## src/hdl/rwsa_pkg.sv

```systemverilog
// rwsa_pkg: field widths, register indexes, reset values and operation codes
// for the retry weighted sleep averager. No dependencies.
`timescale 1ns / 1ps

package rwsa_pkg;

	// payload widths
	localparam int INTERVAL_W = 16;
	localparam int RETRY_W    = 8;
	localparam int CFG_IDX_W  = 2;

	typedef logic [INTERVAL_W-1:0] interval_t;
	typedef logic [RETRY_W-1:0]    retry_t;
	typedef logic [CFG_IDX_W-1:0]  cfg_idx_t;

	// operation codes
	localparam logic OP_FILL   = 1'b0;
	localparam logic OP_RECORD = 1'b1;

	// configuration register indexes
	localparam cfg_idx_t CFG_BASE_INTERVAL = 2'd0;
	localparam cfg_idx_t CFG_TOP_INTERVAL  = 2'd1;
	localparam cfg_idx_t CFG_MAX_RETRIES   = 2'd2;

	// configuration reset values
	localparam interval_t BASE_INTERVAL_RST = 16'd40;
	localparam interval_t TOP_INTERVAL_RST  = 16'd300;
	localparam retry_t    MAX_RETRIES_RST   = 8'd6;

	// width of interval difference times retry count
	localparam int MAP_W = INTERVAL_W + RETRY_W;

endpackage

```

## src/hdl/retry_weighted_sleep_averager.sv

```systemverilog
// retry_weighted_sleep_averager: moving average of recent sleep intervals with
// a serial restoring divider for the retry mapping and a reciprocal multiply for the average.
// Depends on rwsa_pkg.
`timescale 1ns / 1ps

// Usage
// Item channel (item_valid / item_stall, fields op, fill_value, attempts):
//   op = fill writes fill_value to every window entry; op = record maps
//   attempts linearly between base_interval and interval_at_max_retries
//   (divided by max_retries, result saturated to 16 bits) and writes it at the
//   rotating write position. Each transaction yields one result transaction.
// Result channel (result_valid / result_stall, field next_sleep): floor of the
//   window sum divided by WINDOW_SIZE after the item's update (constant multiply).
// Timing: one restoring divider produces one quotient bit a cycle.
//   fill:   acceptance goes straight to the output step, which loads the result.
//   record: read, 24 divide steps, update, then the output step loads the result.
//   A new item is taken only once the previous one has left the output step;
//   item_stall is high while an item is in work.
// The result register parts the channels: a new transaction is taken while a
//   result waits; a finished item holds in the output step while result_stall
//   keeps the register full, and item_stall stays high meanwhile.
// Reset: configuration returns to 40 / 300 / 6, window reads as all zero,
//   write position and sum cleared, no result pending. The user must make
//   configuration writes (cfg_we, cfg_index, cfg_data) only while idle; not enforced.

module retry_weighted_sleep_averager #(
	parameter int WINDOW_SIZE = 8
) (
	input  logic                     clk,
	input  logic                     arst_n,
	// configuration write port
	input  logic                     cfg_we,
	input  rwsa_pkg::cfg_idx_t       cfg_index,
	input  rwsa_pkg::interval_t      cfg_data,
	// item channel
	input  logic                     item_valid,
	output logic                     item_stall,
	input  logic                     op,
	input  rwsa_pkg::interval_t      fill_value,
	input  rwsa_pkg::retry_t         attempts,
	// result channel
	output logic                     result_valid,
	input  logic                     result_stall,
	output rwsa_pkg::interval_t      next_sleep
);

	// derived sizes
	localparam int WIN_AW = (WINDOW_SIZE > 1) ? $clog2(WINDOW_SIZE) : 1;
	localparam int SUM_W  = rwsa_pkg::INTERVAL_W + $clog2(WINDOW_SIZE);
	localparam int DIV_W  = rwsa_pkg::MAP_W;
	localparam int DVS_W  = rwsa_pkg::RETRY_W;
	localparam int CNT_W  = $clog2(DIV_W + 1);
	localparam logic [SUM_W-1:0] SUM_MAX = SUM_W'(WINDOW_SIZE * 65535);

	// average: floor(sum / WINDOW_SIZE) = (sum * AVG_RCP) >> AVG_SH, exact for sum < 2^SUM_W
	localparam int AVG_SH = SUM_W + $clog2(WINDOW_SIZE);
	localparam int RCP_W  = SUM_W + 2;
	localparam int AVP_W  = SUM_W + RCP_W;
	localparam logic [RCP_W-1:0] AVG_RCP =
		RCP_W'((64'd1 << AVG_SH) / 64'(WINDOW_SIZE) + 64'd1);

	// sequencer
	localparam logic [2:0] S_IDLE = 3'd0;
	localparam logic [2:0] S_MUL  = 3'd1;
	localparam logic [2:0] S_DIV  = 3'd2;
	localparam logic [2:0] S_UPD  = 3'd3;
	localparam logic [2:0] S_OUT  = 3'd4;

	logic [2:0]                state_q;

	// configuration
	rwsa_pkg::interval_t       base_q;
	rwsa_pkg::interval_t       top_q;
	rwsa_pkg::retry_t          max_retries_q;

	// item
	rwsa_pkg::retry_t          attempts_q;

	// window state: an entry that is not valid reads as fill_q
	logic [15:0]               win_mem [WINDOW_SIZE];
	logic [WINDOW_SIZE-1:0]    ent_valid_q;
	rwsa_pkg::interval_t       fill_q;
	logic [WIN_AW-1:0]         wpos_q;
	logic [SUM_W-1:0]          sum_q;
	rwsa_pkg::interval_t       mem_rd_q;
	logic                      old_valid_q;

	// divider
	logic [DIV_W-1:0]          quo_q;
	logic [DVS_W-1:0]          rem_q;
	logic [CNT_W-1:0]          cnt_q;

	// result register
	logic                      result_valid_q;
	rwsa_pkg::interval_t       next_sleep_q;

	// combinational
	logic                      item_acc;
	logic                      out_free;
	logic                      falling;
	rwsa_pkg::interval_t       abs_diff;
	logic [rwsa_pkg::MAP_W-1:0] prod;
	logic [DVS_W-1:0]          divisor;
	logic [DVS_W:0]            shifted;
	logic                      quo_bit;
	logic [DVS_W:0]            rem_sub;
	logic [DVS_W-1:0]          rem_nx;
	logic [rwsa_pkg::MAP_W-1:0] step;
	logic [rwsa_pkg::MAP_W:0]  rise_sum;
	rwsa_pkg::interval_t       mapped;
	rwsa_pkg::interval_t       old_entry;
	logic [SUM_W-1:0]          fill_sum;
	logic [SUM_W-1:0]          upd_sum;
	logic [AVP_W-1:0]          avg_prod;

	assign item_stall   = (state_q != S_IDLE);
	assign item_acc     = item_valid && !item_stall;
	assign out_free     = !result_valid_q || !result_stall;
	assign result_valid = result_valid_q;
	assign next_sleep   = next_sleep_q;

	// retry slope: |top - base| * attempts
	assign falling  = (top_q < base_q);
	assign abs_diff = falling ? (base_q - top_q) : (top_q - base_q);
	assign prod     = rwsa_pkg::MAP_W'(abs_diff) * rwsa_pkg::MAP_W'(attempts_q);

	// restoring divider step, one quotient bit a cycle; zero divisor acts as one
	assign divisor = (max_retries_q == '0) ? DVS_W'(1) : max_retries_q;

	assign shifted = {rem_q, quo_q[DIV_W-1]};
	assign quo_bit = (shifted >= {1'b0, divisor});
	assign rem_sub = shifted - {1'b0, divisor};
	assign rem_nx  = quo_bit ? rem_sub[DVS_W-1:0] : shifted[DVS_W-1:0];

	// mapped interval with saturation
	assign step     = quo_q[rwsa_pkg::MAP_W-1:0];
	assign rise_sum = {1'b0, step} + (rwsa_pkg::MAP_W + 1)'(base_q);
	always_comb begin
		if (falling) begin
			if (step >= rwsa_pkg::MAP_W'(base_q)) begin
				mapped = '0;
			end else begin
				mapped = base_q - step[rwsa_pkg::INTERVAL_W-1:0];
			end
		end else if (rise_sum > (rwsa_pkg::MAP_W + 1)'(16'hFFFF)) begin
			mapped = 16'hFFFF;
		end else begin
			mapped = rise_sum[rwsa_pkg::INTERVAL_W-1:0];
		end
	end

	assign old_entry = old_valid_q ? mem_rd_q : fill_q;
	assign fill_sum  = SUM_W'(fill_value) * SUM_W'(WINDOW_SIZE);
	assign upd_sum   = sum_q - SUM_W'(old_entry) + SUM_W'(mapped);
	assign avg_prod  = AVP_W'(sum_q) * AVP_W'(AVG_RCP);

	// configuration registers
	always_ff @(posedge clk or negedge arst_n) begin
		if (!arst_n) begin
			base_q        <= rwsa_pkg::BASE_INTERVAL_RST;
			top_q         <= rwsa_pkg::TOP_INTERVAL_RST;
			max_retries_q <= rwsa_pkg::MAX_RETRIES_RST;
		end else if (cfg_we) begin
			unique case (cfg_index)
				rwsa_pkg::CFG_BASE_INTERVAL: base_q <= cfg_data;
				rwsa_pkg::CFG_TOP_INTERVAL:  top_q  <= cfg_data;
				rwsa_pkg::CFG_MAX_RETRIES:   max_retries_q <= cfg_data[rwsa_pkg::RETRY_W-1:0];
				default: ;
			endcase
		end
	end

	// window memory, registered read
	always_ff @(posedge clk) begin
		if (state_q == S_UPD) begin
			win_mem[wpos_q] <= mapped;
		end
		if (state_q == S_MUL) begin
			mem_rd_q <= win_mem[wpos_q];
		end
	end

	// payload registers
	always_ff @(posedge clk) begin
		if (item_acc) begin
			attempts_q <= attempts;
		end
		if (state_q == S_MUL) begin
			old_valid_q <= ent_valid_q[wpos_q];
		end
	end

	// divider datapath
	always_ff @(posedge clk) begin
		if (state_q == S_MUL) begin
			quo_q <= prod;
			rem_q <= '0;
		end else if (state_q == S_DIV) begin
			quo_q <= {quo_q[DIV_W-2:0], quo_bit};
			rem_q <= rem_nx;
		end
	end

	// sequencer and control state
	always_ff @(posedge clk or negedge arst_n) begin
		if (!arst_n) begin
			state_q        <= S_IDLE;
			cnt_q          <= '0;
			ent_valid_q    <= '0;
			fill_q         <= '0;
			wpos_q         <= '0;
			sum_q          <= '0;
			result_valid_q <= 1'b0;
			next_sleep_q   <= '0;
		end else begin
			// result register: loaded from the output step, cleared when taken
			if (state_q == S_OUT && out_free) begin
				result_valid_q <= 1'b1;
			end else if (!result_stall) begin
				result_valid_q <= 1'b0;
			end
			unique case (state_q)
				S_IDLE: begin
					if (item_acc) begin
						if (op == rwsa_pkg::OP_FILL) begin
							// fill: every entry reads as the new value
							ent_valid_q <= '0;
							fill_q      <= fill_value;
							sum_q       <= fill_sum;
							state_q     <= S_OUT;
						end else begin
							state_q <= S_MUL;
						end
					end
				end
				S_MUL: begin
					cnt_q   <= CNT_W'(DIV_W);
					state_q <= S_DIV;
				end
				S_DIV: begin
					cnt_q <= cnt_q - CNT_W'(1);
					if (cnt_q == CNT_W'(1)) begin
						state_q <= S_UPD;
					end
				end
				S_UPD: begin
					ent_valid_q[wpos_q] <= 1'b1;
					sum_q  <= upd_sum;
					wpos_q <= (wpos_q == WIN_AW'(WINDOW_SIZE - 1)) ? '0 : wpos_q + WIN_AW'(1);
					state_q <= S_OUT;
				end
				S_OUT: begin
					if (out_free) begin
						next_sleep_q <= avg_prod[AVG_SH +: rwsa_pkg::INTERVAL_W];
						state_q      <= S_IDLE;
					end
				end
				default: state_q <= S_IDLE;
			endcase
		end
	end

`ifndef SYNTHESIS
	a_pos_range: assert property (@(posedge clk) disable iff (!arst_n)
		wpos_q <= WIN_AW'(WINDOW_SIZE - 1))
		else $error("write position beyond window");

	a_sum_range: assert property (@(posedge clk) disable iff (!arst_n)
		sum_q <= SUM_MAX)
		else $error("window sum beyond bound");

	a_div_count: assert property (@(posedge clk) disable iff (!arst_n)
		state_q == S_DIV |-> cnt_q != '0)
		else $error("divider running with zero count");

	a_fill_clears: assert property (@(posedge clk) disable iff (!arst_n)
		item_acc && op == rwsa_pkg::OP_FILL |=> ent_valid_q == '0)
		else $error("fill left window entries valid");

	a_result_src: assert property (@(posedge clk) disable iff (!arst_n)
		$rose(result_valid_q) |-> $past(state_q) == S_OUT)
		else $error("result raised outside output step");
`endif

endmodule

```

## config.mk

```make
export PLATFORM = sky130hd
export DESIGN_NAME = retry_weighted_sleep_averager
export DESIGN_NICKNAME = d
export VERILOG_FILES = /design/src/hdl/rwsa_pkg.sv /design/src/hdl/retry_weighted_sleep_averager.sv
export SDC_FILE = /design/constraint.sdc
export NUM_CORES = 1
export LEC_CHECK = 0
export BUFFER_PORTS_ARGS = -buffer_cell sky130_fd_sc_hd__buf_2
export CAP_MARGIN = 20
export CORE_MARGIN = 2
export CORE_UTILIZATION = 65
export CTS_BUF_LIST = sky130_fd_sc_hd__clkbuf_4 sky130_fd_sc_hd__clkbuf_8
export CTS_CLUSTER_DIAMETER = 150
export DETAILED_ROUTE_END_ITERATION = 12
export PLACE_DENSITY = 0.92
export RECOVER_POWER = 25
export SYNTH_ARGS = -nofsm -noshare
export SYNTH_HDL_FRONTEND = slang
export SYNTH_SLANG_ARGS = --single-unit
```

## constraint.sdc

```tcl
create_clock -name clk -period 12.8 [get_ports clk]
set_input_delay 3.84 -clock clk [delete_from_list [all_inputs] [get_ports clk]]
set_output_delay 3.84 -clock clk [all_outputs]
set_load 0.03 [all_outputs]
```

==> results.md, run 1 <==
- Longest Clk Path Bufs: 3
- Register area share after synthesis: 39.9%
- WP data required: 13.11 ns
- Fmax: 117 MHz
- DP HPWL: 39.4 mm
- DRT Wirelength: 56.7 mm
- Top-count cell post-synth: inv_1
- Failing checks: max-capacitance violations, max-slew violations
- Ys Warns: 0
- # setup viols final: 0
- Yosys cell types: 98
- Largest cells by area after synthesis: edfxtp_1 26%, dfrtp_1 12%, fa_1 10%
- Slowest CP cell: fa_1
- Non-Filler Instances: 2517
- Cells after DPL: 2426
- GRT overflow: 0
- DR vias: 16500
- DRT iter0 DRCs: 2173
- Crit path launch: base_q[1]$_DFFE_PN0P_
- Via density: 6.56
- RSZ-0062 raised after global routing: no
- Number of flops mapped to enable cells by yosys: 177
- Post-synth top area share: 25.7%
- PortBufs: 65
- Synth top cells by count: 248 x inv_1, 209 x nand2_1, 177 x edfxtp_1
- Total global-route track usage: 34.4%
- Vias in the first global route: 16300
- Fillers: 2025
- Worst-Margin Slew: 2.28 ns
- Asr flop ratio synth: 37.5%
- Share of cells above drive strength 1: 12.6%
- Post-synthesis average cell area: 10.3 sq um
- Die Y-Extent: 182 microns
- Fin util: 71.4%
- Hold Path Class: register to register
- CP top delay family: adder cells
- Min Clock Period, post-route: 8.57 ns
- Clock-pin slew on the worst setup and hold paths: 0.07 ns
- Final ANT Viol Nets: 0
- Starting Density: 65.8%
- Hold Path End: fill_q[14]$_DFFE_PN0P_
- Layout overhead on the synthesized area: 8.57%
- R2r startpoint: base_q[1]$_DFFE_PN0P_
- Main synth FF type: edfxtp_1
- Die width: 182 microns
- Global-route wire length before repair: 88.9 mm
- Fin. Hold Viols: 0
- Critical path startpoint category: register
- Post-CTS setup buffers: 0
- Fin crit share: 67.0%
- Worst rel slew slack: -51.8%
- CTS Buf Count: 48
- Max cap viols: 3
- DR DRC count: 0
- Slew Limit Fails: 91
- Routed wire length per instance: 22.5 microns
- CTS tree: done
- Setup TNS: 0 ns
- Synthesized area: 20700 sq um
- Top Ports: 66
- Num Clock Sinks: 296
- Hold Crit Start: fill_q[14]$_DFFE_PN0P_
- Initial antenna violation count: 2
- CP Max Fanout: 44
- FF-to-FF path depth: 28
- # nets final: 2382
- Worst Path Arrival: 8.88 ns
- Most common cell on crit path: fa_1
- Resize count post-CTS: 0
- Worst R2R Setup Slack: 4.23 ns
- Pin count of the biggest net entering global routing: 68
- Drt pass-1 iters: 6
- Worst hold path cell count: 2
- Syn nets: 2317
- H-tree levels: 2
- Crit path largest cell delay: 0.56 ns
- Post-Synthesis Cells: 2011
- Die area: 33300 sq um
- Global placement routability congestion: 0.971
- Worst reg2reg endpoint: quo_q[23]$_DFFE_PN_
- Fin Clk Skew: 0.0523 ns
- CTS root buf: clkbuf_8
- Status: complete, but fails checks
- Worst Path Buf+Inv: 4
- Placed Instance Area: 21400 sq um
- Core area: 31500 sq um
- Clk Latency, worst-skew pair: 0.63 ns
- Setup CP Type: register to register
- Yosys reg bits: 296
- Design area: 22500 sq um
- CTS Hold Bufs: 0
- Post-synth top area cell: edfxtp_1
- Row count: 65
- CP endpoint kind: register
[per-stage QoR]
step	setup slack, ns	hold slack (ns)
floorplan	5.61	0.426
global placement	4.89	0.446
detailed placement	4.47	0.466
CTS	4.36	0.482
global route	3.66	0.507
finish	4.23	0.477
[worst min-delay path: cells and delay by family, from the launching register on]
family | cells | cell delay, ns
flip-flops | 1 | 0.34
AND/OR/NAND/NOR | 2 | 0.11
[placed cells by master (no fill, tap or decap), types with 12 or more instances in the layout]
master and instances:
a21o_1 50, a21oi_1 85, fa_1 105, nor2_1 50, nor2b_1 39, xnor2_1 27, edfxtp_1 177, clkbuf_8 56
a31oi_1 12, nand2_1 209, ha_1 153, buf_2 64, nand2b_1 16, dfrtp_1 103, mux2i_1 15, o21ai_0 116
nand3_1 41, and2_1 75, inv_1 248, mux2_2 46, xor2_1 18, nand4_1 21, a22oi_1 80, clkbuf_4 12
and3_1 13, nor3_1 32
[cell families (layout without fill, tap and decap cells)]
kind of cell / count (synthesis) / count (layout) / share of synthesized area [%]
AO/OA/AOI/OAI: 478 / 478 / 16.0
XOR/XNOR: 45 / 45 / 1.90
adder cells (fa/ha/maj): 258 / 258 / 19.4
buffers and inverters: 324 / 427 / 6.22
flip-flops: 296 / 296 / 39.9
multiplexers: 61 / 61 / 3.23
other: 0 / 1 / 0
AND/OR/NAND/NOR: 549 / 549 / 13.3
[how the worst max path moves through the flow]
stage | slack (ns) | cells past startpoint | end
floorplan | 5.61 | 29 | quo_q[23]$_DFFE_PN_
global placement | 4.89 | 27 | quo_q[23]$_DFFE_PN_
detailed placement | 4.47 | 28 | quo_q[23]$_DFFE_PN_
CTS | 4.36 | 28 | quo_q[23]$_DFFE_PN_
global route | 3.66 | 28 | quo_q[23]$_DFFE_PN_
finish | 4.23 | 28 | quo_q[23]$_DFFE_PN_
[state kept, by name, summed over array words and instances (netlist names)]
register,count
quo_q,24
sum_q,19
next_sleep,16
base_q,16
max_retries_q,8
wpos_q,3
attempts_q,8
fill_q,16
ent_valid_q,8
top_q,16
old_valid_q,1
win_mem,128
result_valid,1
cnt_q,5
rem_q,8
mem_rd_q,16
state_q,3
[metal layers]
layer  global-route usage [%]  wire [microns]  part of all wire [%]  up-vias
met2                     53.5           25600                    45     1169
met3                     7.74            6770                    12      217
li1                         -               -                     -     7175
met1                     46.4           21600                    38     7956
met5                        0              27                 0.048        -
met4                     16.1            2640                   4.7        4
[area by class of cell]
class	instances	area, sq um	share of cell area [%]
Timing Repair Buffer	87	479	2.13
Antenna cell	1	2.50	0.0111
Clock inverter	20	256	1.14
Clock buffer	68	861	3.83
Sequential cell	296	8260	36.8
Inverter	252	948	4.22
Tap cell	402	503	2.24
Multi-Input combinational cell	1391	11200	49.6
Power of run 1 is not shown: default switching activity piles up to over one toggle a cycle in this logic, so the estimate is an artifact.
==> inputs of run 2 (changes only) <==
ABC_AREA = 1   (was not set)
clock period = 8.5 ns   (was 12.8 ns; I/O delays follow)
==> run 2 against run 1 <==
Effect of this change: the flow still finishes with violations (max-capacitance violations, max-slew violations); via count rose by 11%; clock skew fell by 0.0041 ns; first-iteration DRC count fell by 7.4%; flip-flop and latch count did not move; worst hold slack barely moved; wire length rose by 9.0%; maximum frequency rose by 15%; non-clock buffer count rose by 1; sequential share of layout area fell by 1.1 points; register-to-register slack got worse by 3.2 ns; global-route usage rose by 2.6 points.
==> results.md, run 2 <==
- Status: complete, but fails checks (unchanged)
- Failing checks: max-capacitance violations, max-slew violations (unchanged)
- CTS Buf Count: 49 (was 48)
- Pin count of the biggest net entering global routing: 58 (was 68)
- Placed Instance Area: 22200 sq um (was 21400 sq um)
- Longest Clk Path Bufs: 3 (unchanged)
- Global-route wire length before repair: 96.5 mm (was 88.9 mm)
- Post-CTS setup buffers: 0 (unchanged)
- Worst Path Arrival: 7.78 ns (was 8.88 ns)
- # nets final: 2880 (was 2382)
- Non-Filler Instances: 3051 (was 2517)
- CTS root buf: clkbuf_8 (unchanged)
- Yosys reg bits: 296 (unchanged)
- CTS tree: done (unchanged)
- Post-Synthesis Cells: 2502 (was 2011)
- Hold Path Class: register to register (unchanged)
- Final ANT Viol Nets: 0 (unchanged)
- DRT Wirelength: 61.8 mm (was 56.7 mm)
- Global placement routability congestion: 1.07 (was 0.971)
- Fin crit share: 88.0% (was 67.0%)
- Number of flops mapped to enable cells by yosys: 177 (unchanged)
- Setup CP Type: register to register (unchanged)
- Syn nets: 2808 (was 2317)
- Initial antenna violation count: 0 (was 2)
- RSZ-0062 raised after global routing: no (unchanged)
- Clock-pin slew on the worst setup and hold paths: 0.07 ns (about the same)
- Worst-Margin Slew: 3.17 ns (was 2.28 ns)
- Min Clock Period, post-route: 7.48 ns (was 8.57 ns)
- Top Ports: 66 (unchanged)
- Largest regs: win_mem x128, quo_q x24, sum_q x19 (unchanged)
- GRT overflow: 0 (unchanged)
- Vias in the first global route: 18300 (was 16300)
- Fin. Hold Viols: 0 (unchanged)
- CTS Hold Bufs: 0 (unchanged)
- Starting Density: 66.0% (was 65.8%)
- Die width: 186 microns (was 182 microns)
- Drt pass-1 iters: 7 (was 6)
- Routed wire length per instance: 20.2 microns (was 22.5 microns)
- Commonest non-fill, non-tap cell in the layout: nand2_1 (was inv_1)
- Clk Latency, worst-skew pair: 0.63 ns (about the same)
- Synthesized area: 21400 sq um (was 20700 sq um)
- Slew Limit Fails: 131 (was 91)
- Design area: 23100 sq um (was 22500 sq um)
- Largest cells by area after synthesis: edfxtp_1 25%, dfrtp_1 12%, fa_1 9.8% (was edfxtp_1 26%, dfrtp_1 12%, fa_1 10%)
- Layout overhead on the synthesized area: 8.09% (was 8.57%)
- Post-synth top area cell: edfxtp_1 (unchanged)
- Resize count post-CTS: 0 (unchanged)
- Synth top cells by count: 508 x nand2_1, 393 x inv_1, 221 x nor2_1 (was 248 x inv_1, 209 x nand2_1, 177 x edfxtp_1)
- Critical path startpoint category: register (unchanged)
- PortBufs: 65 (unchanged)
- Cells after DPL: 2964 (was 2426)
- Die Y-Extent: 186 microns (was 182 microns)
- Num Clock Sinks: 296 (unchanged)
- Post-synthesis average cell area: 8.56 sq um (was 10.3 sq um)
- Fmax: 134 MHz (was 117 MHz)
- CP Max Fanout: 15 (was 44)
- Largest register by flop count: win_mem (unchanged)
- Number of diodes: 0 (was 1)
- Top-count cell post-synth: nand2_1 (was inv_1)
- Core area: 32500 sq um (was 31500 sq um)
- DR DRC count: 0 (unchanged)
- Post-place setup slack: 1.33 ns (was 4.47 ns)
- Worst rel slew slack: -112% (was -51.8%)
- Post-synth top area share: 24.8% (was 25.7%)
- Ys Warns: 0 (unchanged)
- DR vias: 18300 (was 16500)
- Fin Clk Skew: 0.0482 ns (was 0.0523 ns)
- WP data required: 8.81 ns (was 13.11 ns)
- # setup viols final: 0 (unchanged)
- Setup TNS: 0 ns (unchanged)
- Commonest non-fill, non-tap cells in the layout: 508 x nand2_1, 393 x inv_1, 216 x nor2_1 (was 248 x inv_1, 209 x nand2_1, 177 x edfxtp_1)
- Asr flop ratio synth: 37.5% (unchanged)
- Die area: 34400 sq um (was 33300 sq um)
- Final setup margin: 1.02 ns (was 4.23 ns)
- Via density: 6.01 (was 6.56)
- Share of cells above drive strength 1: 9.20% (was 12.6%)
- CP endpoint kind: register (unchanged)
- DP HPWL: 46.8 mm (was 39.4 mm)
- Max FFs per register: 128 (unchanged)
- Row count: 66 (was 65)
- Total global-route track usage: 37.1% (was 34.4%)
- Main synth FF type: edfxtp_1 (unchanged)
- Yosys cell types: 59 (was 98)
- Register area share after synthesis: 38.6% (was 39.9%)
- Max cap viols: 4 (was 3)
- DRT iter0 DRCs: 2012 (was 2173)
- H-tree levels: 2 (unchanged)
==> run 2: worst max-delay path, stage by stage (launching register included) <==
cell and delay, ns:
dfrtp_1 0.51, inv_1 0.20, fa_1 0.50, nand3_1 0.10
nand2_1 0.09, nand2_1 0.09, o211ai_2 0.11, nand3_1 0.09
nand2_1 0.29, nand2_1 0.15, o21ai_1 0.10, xnor2_1 0.91
or2_1 0.22, fa_1 0.41, inv_1 0.09, fa_1 0.42
fa_1 0.55, inv_1 0.07, fa_1 0.53, inv_1 0.04
ha_1 0.37, nand2_1 0.17, nor4_1 0.47, nand4_1 0.26
nand3_1 0.16, nand2_1 0.06, nand3_1 0.08, o21ai_0 0.12
==> run 2: cell families after synthesis <==
| logic type | synth area share [%] |
|---|---|
| buffers and inverters | 8.80 |
| XOR/XNOR | 2.78 |
| adder cells (fa/ha/maj) | 18.8 |
| flip-flops | 38.6 |
| AND/OR/NAND/NOR | 19.0 |
| AO/OA/AOI/OAI | 12.1 |
==> run 2: worst paths after layout <==
path	cells after the start	end	from	slack, ns
worst min-delay path	2	next_sleep[1]$_DFFE_PN0P_	next_sleep[1]$_DFFE_PN0P_	0.48
max in group asynchronous	2	fill_q[8]$_DFFE_PN0P_	arst_n	3.47
worst min register to register	2	next_sleep[1]$_DFFE_PN0P_	next_sleep[1]$_DFFE_PN0P_	0.48
min in group asynchronous	1	next_sleep[2]$_DFFE_PN0P_	arst_n	2.97
worst max register to register	27	quo_q[21]$_DFFE_PN_	base_q[1]$_DFFE_PN0P_	1.02
worst max-delay path	27	quo_q[21]$_DFFE_PN_	base_q[1]$_DFFE_PN0P_	1.02
==> run 2: routing by layer <==
layer / vias to the layer above / track usage (%) / part of all wire [%]
met3: 238 / 10.1 / 12
met2: 1118 / 60.1 / 46
met5: - / 0 / 0
met4: 0 / 18.9 / 5.4
met1: 8664 / 45.7 / 36
li1: 8313 / - / -
==> run 2: cell type report <==
type | count | area, sq um
clock buffers | 66 | 815
repair buffers | 88 | 465
multi-input cells | 1718 | 11300
fillers | 2512 | 9310
well taps | 442 | 553
clock inverters | 20 | 186
inverters | 421 | 1580
flip-flops and latches | 296 | 8260
==> run 2: through the flow <==
stage	util, %	hold slack [ns]
after global placement	68.4	0.463
after detailed placement	68.4	0.468
after global routing	71.3	0.511
after CTS	71.5	0.483
after floorplan	-	0.447
final	71.3	0.477
Power of run 2 is left out for the same reason.
==> inputs of run 3 (changes only) <==
CORE_MARGIN = not set   (was 2)
==> run 3 against run 2 <==
Effect of this change: the run still ends with max-capacitance violations, max-slew violations left; sequential share of layout area decreased by 0.098 points; flip-flop and latch count unchanged; worst hold slack improved by 0.00078 ns; cell area increased by 0.28%; setup slack improved by 0.11 ns; cell count increased by 0.29%; register-to-register slack improved by 0.11 ns; global-route usage increased by 0.069 points; utilization increased by 0.20 points; die area decreased by 2.1%; highest routed layer unchanged.
==> results.md, run 3 (same netlist as run 2, synthesis figures left out) <==
- Largest regs: win_mem x128, quo_q x24, sum_q x19 (unchanged)
- Worst Path Arrival: 7.68 ns (was 7.78 ns)
- Worst R2R Setup Slack: 1.13 ns (was 1.02 ns)
- CP Max Fanout: 13 (was 15)
- Layout overhead on the synthesized area: 8.38% (was 8.09%)
- GRT overflow: 0 (unchanged)
- Longest Clk Path Bufs: 3 (unchanged)
- Failing checks: max-capacitance violations, max-slew violations (unchanged)
- CTS Hold Bufs: 0 (unchanged)
- DP HPWL: 46.2 mm (was 46.8 mm)
- Commonest non-fill, non-tap cells in the layout: 508 x nand2_1, 393 x inv_1, 217 x nor2_1 (was 508 x nand2_1, 393 x inv_1, 216 x nor2_1)
- Post-CTS setup buffers: 0 (unchanged)
- Initial antenna violation count: 1 (was 0)
- Worst Hold Slack: 0.478 ns (was 0.477 ns)
- Core area: 32500 sq um (unchanged)
- Min Clock Period, post-route: 7.37 ns (was 7.48 ns)
- Resize count post-CTS: 0 (unchanged)
- Max FFs per register: 128 (unchanged)
- H-tree levels: 2 (unchanged)
- CP endpoint kind: register (unchanged)
- DR vias: 18300 (about the same)
- Routed wire length per instance: 20.1 microns (was 20.2 microns)
- FF-to-FF path depth: 27 (unchanged)
- CTS Buf Count: 51 (was 49)
- Multi-input logic area: 11300 sq um (about the same)
- RSZ-0062 raised after global routing: no (unchanged)
- Pin count of the biggest net entering global routing: 63 (was 58)
- Critical path startpoint category: register (unchanged)
- Share of cells above drive strength 1: 9.51% (was 9.20%)
- Fin util: 71.5% (was 71.3%)
- # setup viols final: 0 (unchanged)
- Max cap viols: 3 (was 4)
- Drt pass-1 iters: 6 (was 7)
- Largest register by flop count: win_mem (unchanged)
- Hold Path End: next_sleep[2]$_DFFE_PN0P_ (was next_sleep[1]$_DFFE_PN0P_)
- Worst-Margin Slew: 3.66 ns (was 3.17 ns)
- Top Ports: 66 (unchanged)
- Clock-pin slew on the worst setup and hold paths: 0.06 ns (was 0.07 ns)
- Num Clock Sinks: 296 (unchanged)
- DRT iter0 DRCs: 1954 (was 2012)
- CTS root buf: clkbuf_8 (unchanged)
- # nets final: 2883 (was 2880)
- Reg area: 8260 sq um (unchanged)
- Worst hold path cell count: 2 (unchanged)
- Fin. Hold Viols: 0 (unchanged)
- Fin Clk Skew: 0.0491 ns (was 0.0482 ns)
- PortBufs: 65 (unchanged)
- Status: complete, but fails checks (unchanged)
- Clk Latency, worst-skew pair: 0.64 ns (was 0.63 ns)
- Hold Path Class: register to register (unchanged)
- Setup CP Type: register to register (unchanged)
- Setup TNS: 0 ns (unchanged)
- R2r startpoint: base_q[1]$_DFFE_PN0P_ (unchanged)
- Fillers: 2422 (was 2512)
- Global placement routability congestion: 1.08 (was 1.07)
- Die Y-Extent: 184 microns (was 186 microns)
- Placed Instance Area: 22200 sq um (about the same)
- DR DRC count: 0 (unchanged)
- Worst reg2reg endpoint: quo_q[21]$_DFFE_PN_ (unchanged)
- Via density: 5.98 (was 6.01)
- Fin crit share: 86.7% (was 88.0%)
- Slew Limit Fails: 123 (was 131)
- Vias in the first global route: 18000 (was 18300)
- Die area: 33700 sq um (was 34400 sq um)
- DRT Wirelength: 61.5 mm (was 61.8 mm)
- Fmax: 136 MHz (was 134 MHz)
- Worst rel slew slack: -144% (was -112%)
- CTS tree: done (unchanged)
- Hold Crit Start: next_sleep[2]$_DFFE_PN0P_ (was next_sleep[1]$_DFFE_PN0P_)
- Final ANT Viol Nets: 0 (unchanged)
- WP data required: 8.80 ns (was 8.81 ns)
- Row count: 66 (unchanged)
- Total global-route track usage: 37.1% (about the same)
- Die width: 184 microns (was 186 microns)
- Commonest non-fill, non-tap cell in the layout: nand2_1 (unchanged)
- Design area: 23200 sq um (was 23100 sq um)
- Global-route wire length before repair: 95.5 mm (was 96.5 mm)
- Starting Density: 66.0% (unchanged)
run 3: cell types whose count changed in the layout (fill, tap and decap cells not counted), sizes merged:
| cell | change |
|---|---|
| clkinv | +8 |
| inv | -2 |
| buf | +1 |
| bufinv | -1 |
| clkbuf | +1 |
| clkinvlp | +1 |
| diode | +1 |
run 3: stage by stage:
step                      instances  setup slack [ns]
final                          3060              1.13
after global routing           3059             0.529
after CTS                      3058              1.34
after detailed placement       2965              1.36
after global placement         2965              1.32
after floorplan                2502              2.36
run 3: layout make-up:
cell class                 instances  share of cell area [%]
multi-input combinational       1718                    48.6
sequential                       296                    35.6
inverter                         421                    6.81
clock buffer                      67                    3.65
tap                              442                    2.38
timing repair buffer              89                    2.04
clock inverter                    26                   0.884
antenna                            1                  0.0108
run 3: metal layers:
| layer | global-route usage, % | vias to the layer above | share of wire, % |
|---|---|---|---|
| li1 | - | 8338 | - |
| met1 | 46.5 | 8668 | 38 |
| met2 | 59.7 | 1097 | 46 |
| met3 | 9.87 | 200 | 11 |
| met4 | 18.3 | 0 | 4.9 |
| met5 | 0 | - | 0 |
run 3: how the worst max path moves through the flow:
| stage | slack [ns] | end | cells after the start | start |
|---|---|---|---|---|
| after floorplan | 2.36 | quo_q[19]$_DFFE_PN_ | 29 | base_q[1]$_DFFE_PN0P_ |
| after global placement | 1.32 | quo_q[21]$_DFFE_PN_ | 27 | base_q[0]$_DFFE_PN0P_ |
| after detailed placement | 1.36 | quo_q[20]$_DFFE_PN_ | 27 | base_q[1]$_DFFE_PN0P_ |
| after CTS | 1.34 | quo_q[21]$_DFFE_PN_ | 27 | base_q[1]$_DFFE_PN0P_ |
| after global routing | 0.53 | quo_q[20]$_DFFE_PN_ | 27 | base_q[1]$_DFFE_PN0P_ |
| final | 1.13 | quo_q[21]$_DFFE_PN_ | 27 | base_q[1]$_DFFE_PN0P_ |
run 3: critical path, cell delays in order (launching register included):
cell      delay, ns
dfrtp_1        0.52
inv_1          0.21
fa_1           0.51
nand3_1        0.11
nand2_1        0.09
nand2_1        0.08
o211ai_2       0.11
nand3_1        0.09
nand2_1        0.27
nand2_1        0.14
o21ai_1        0.08
xnor2_1        0.78
or2_1          0.22
fa_1           0.42
inv_1          0.10
fa_1           0.42
fa_1           0.57
inv_1          0.06
fa_1           0.52
inv_1          0.04
ha_1           0.36
nand2_1        0.17
nor4_1         0.47
nand4_1        0.24
nand3_1        0.15
nand2_1        0.05
nand3_1        0.10
o21ai_0        0.14
Power of run 3 is left out for the same reason.
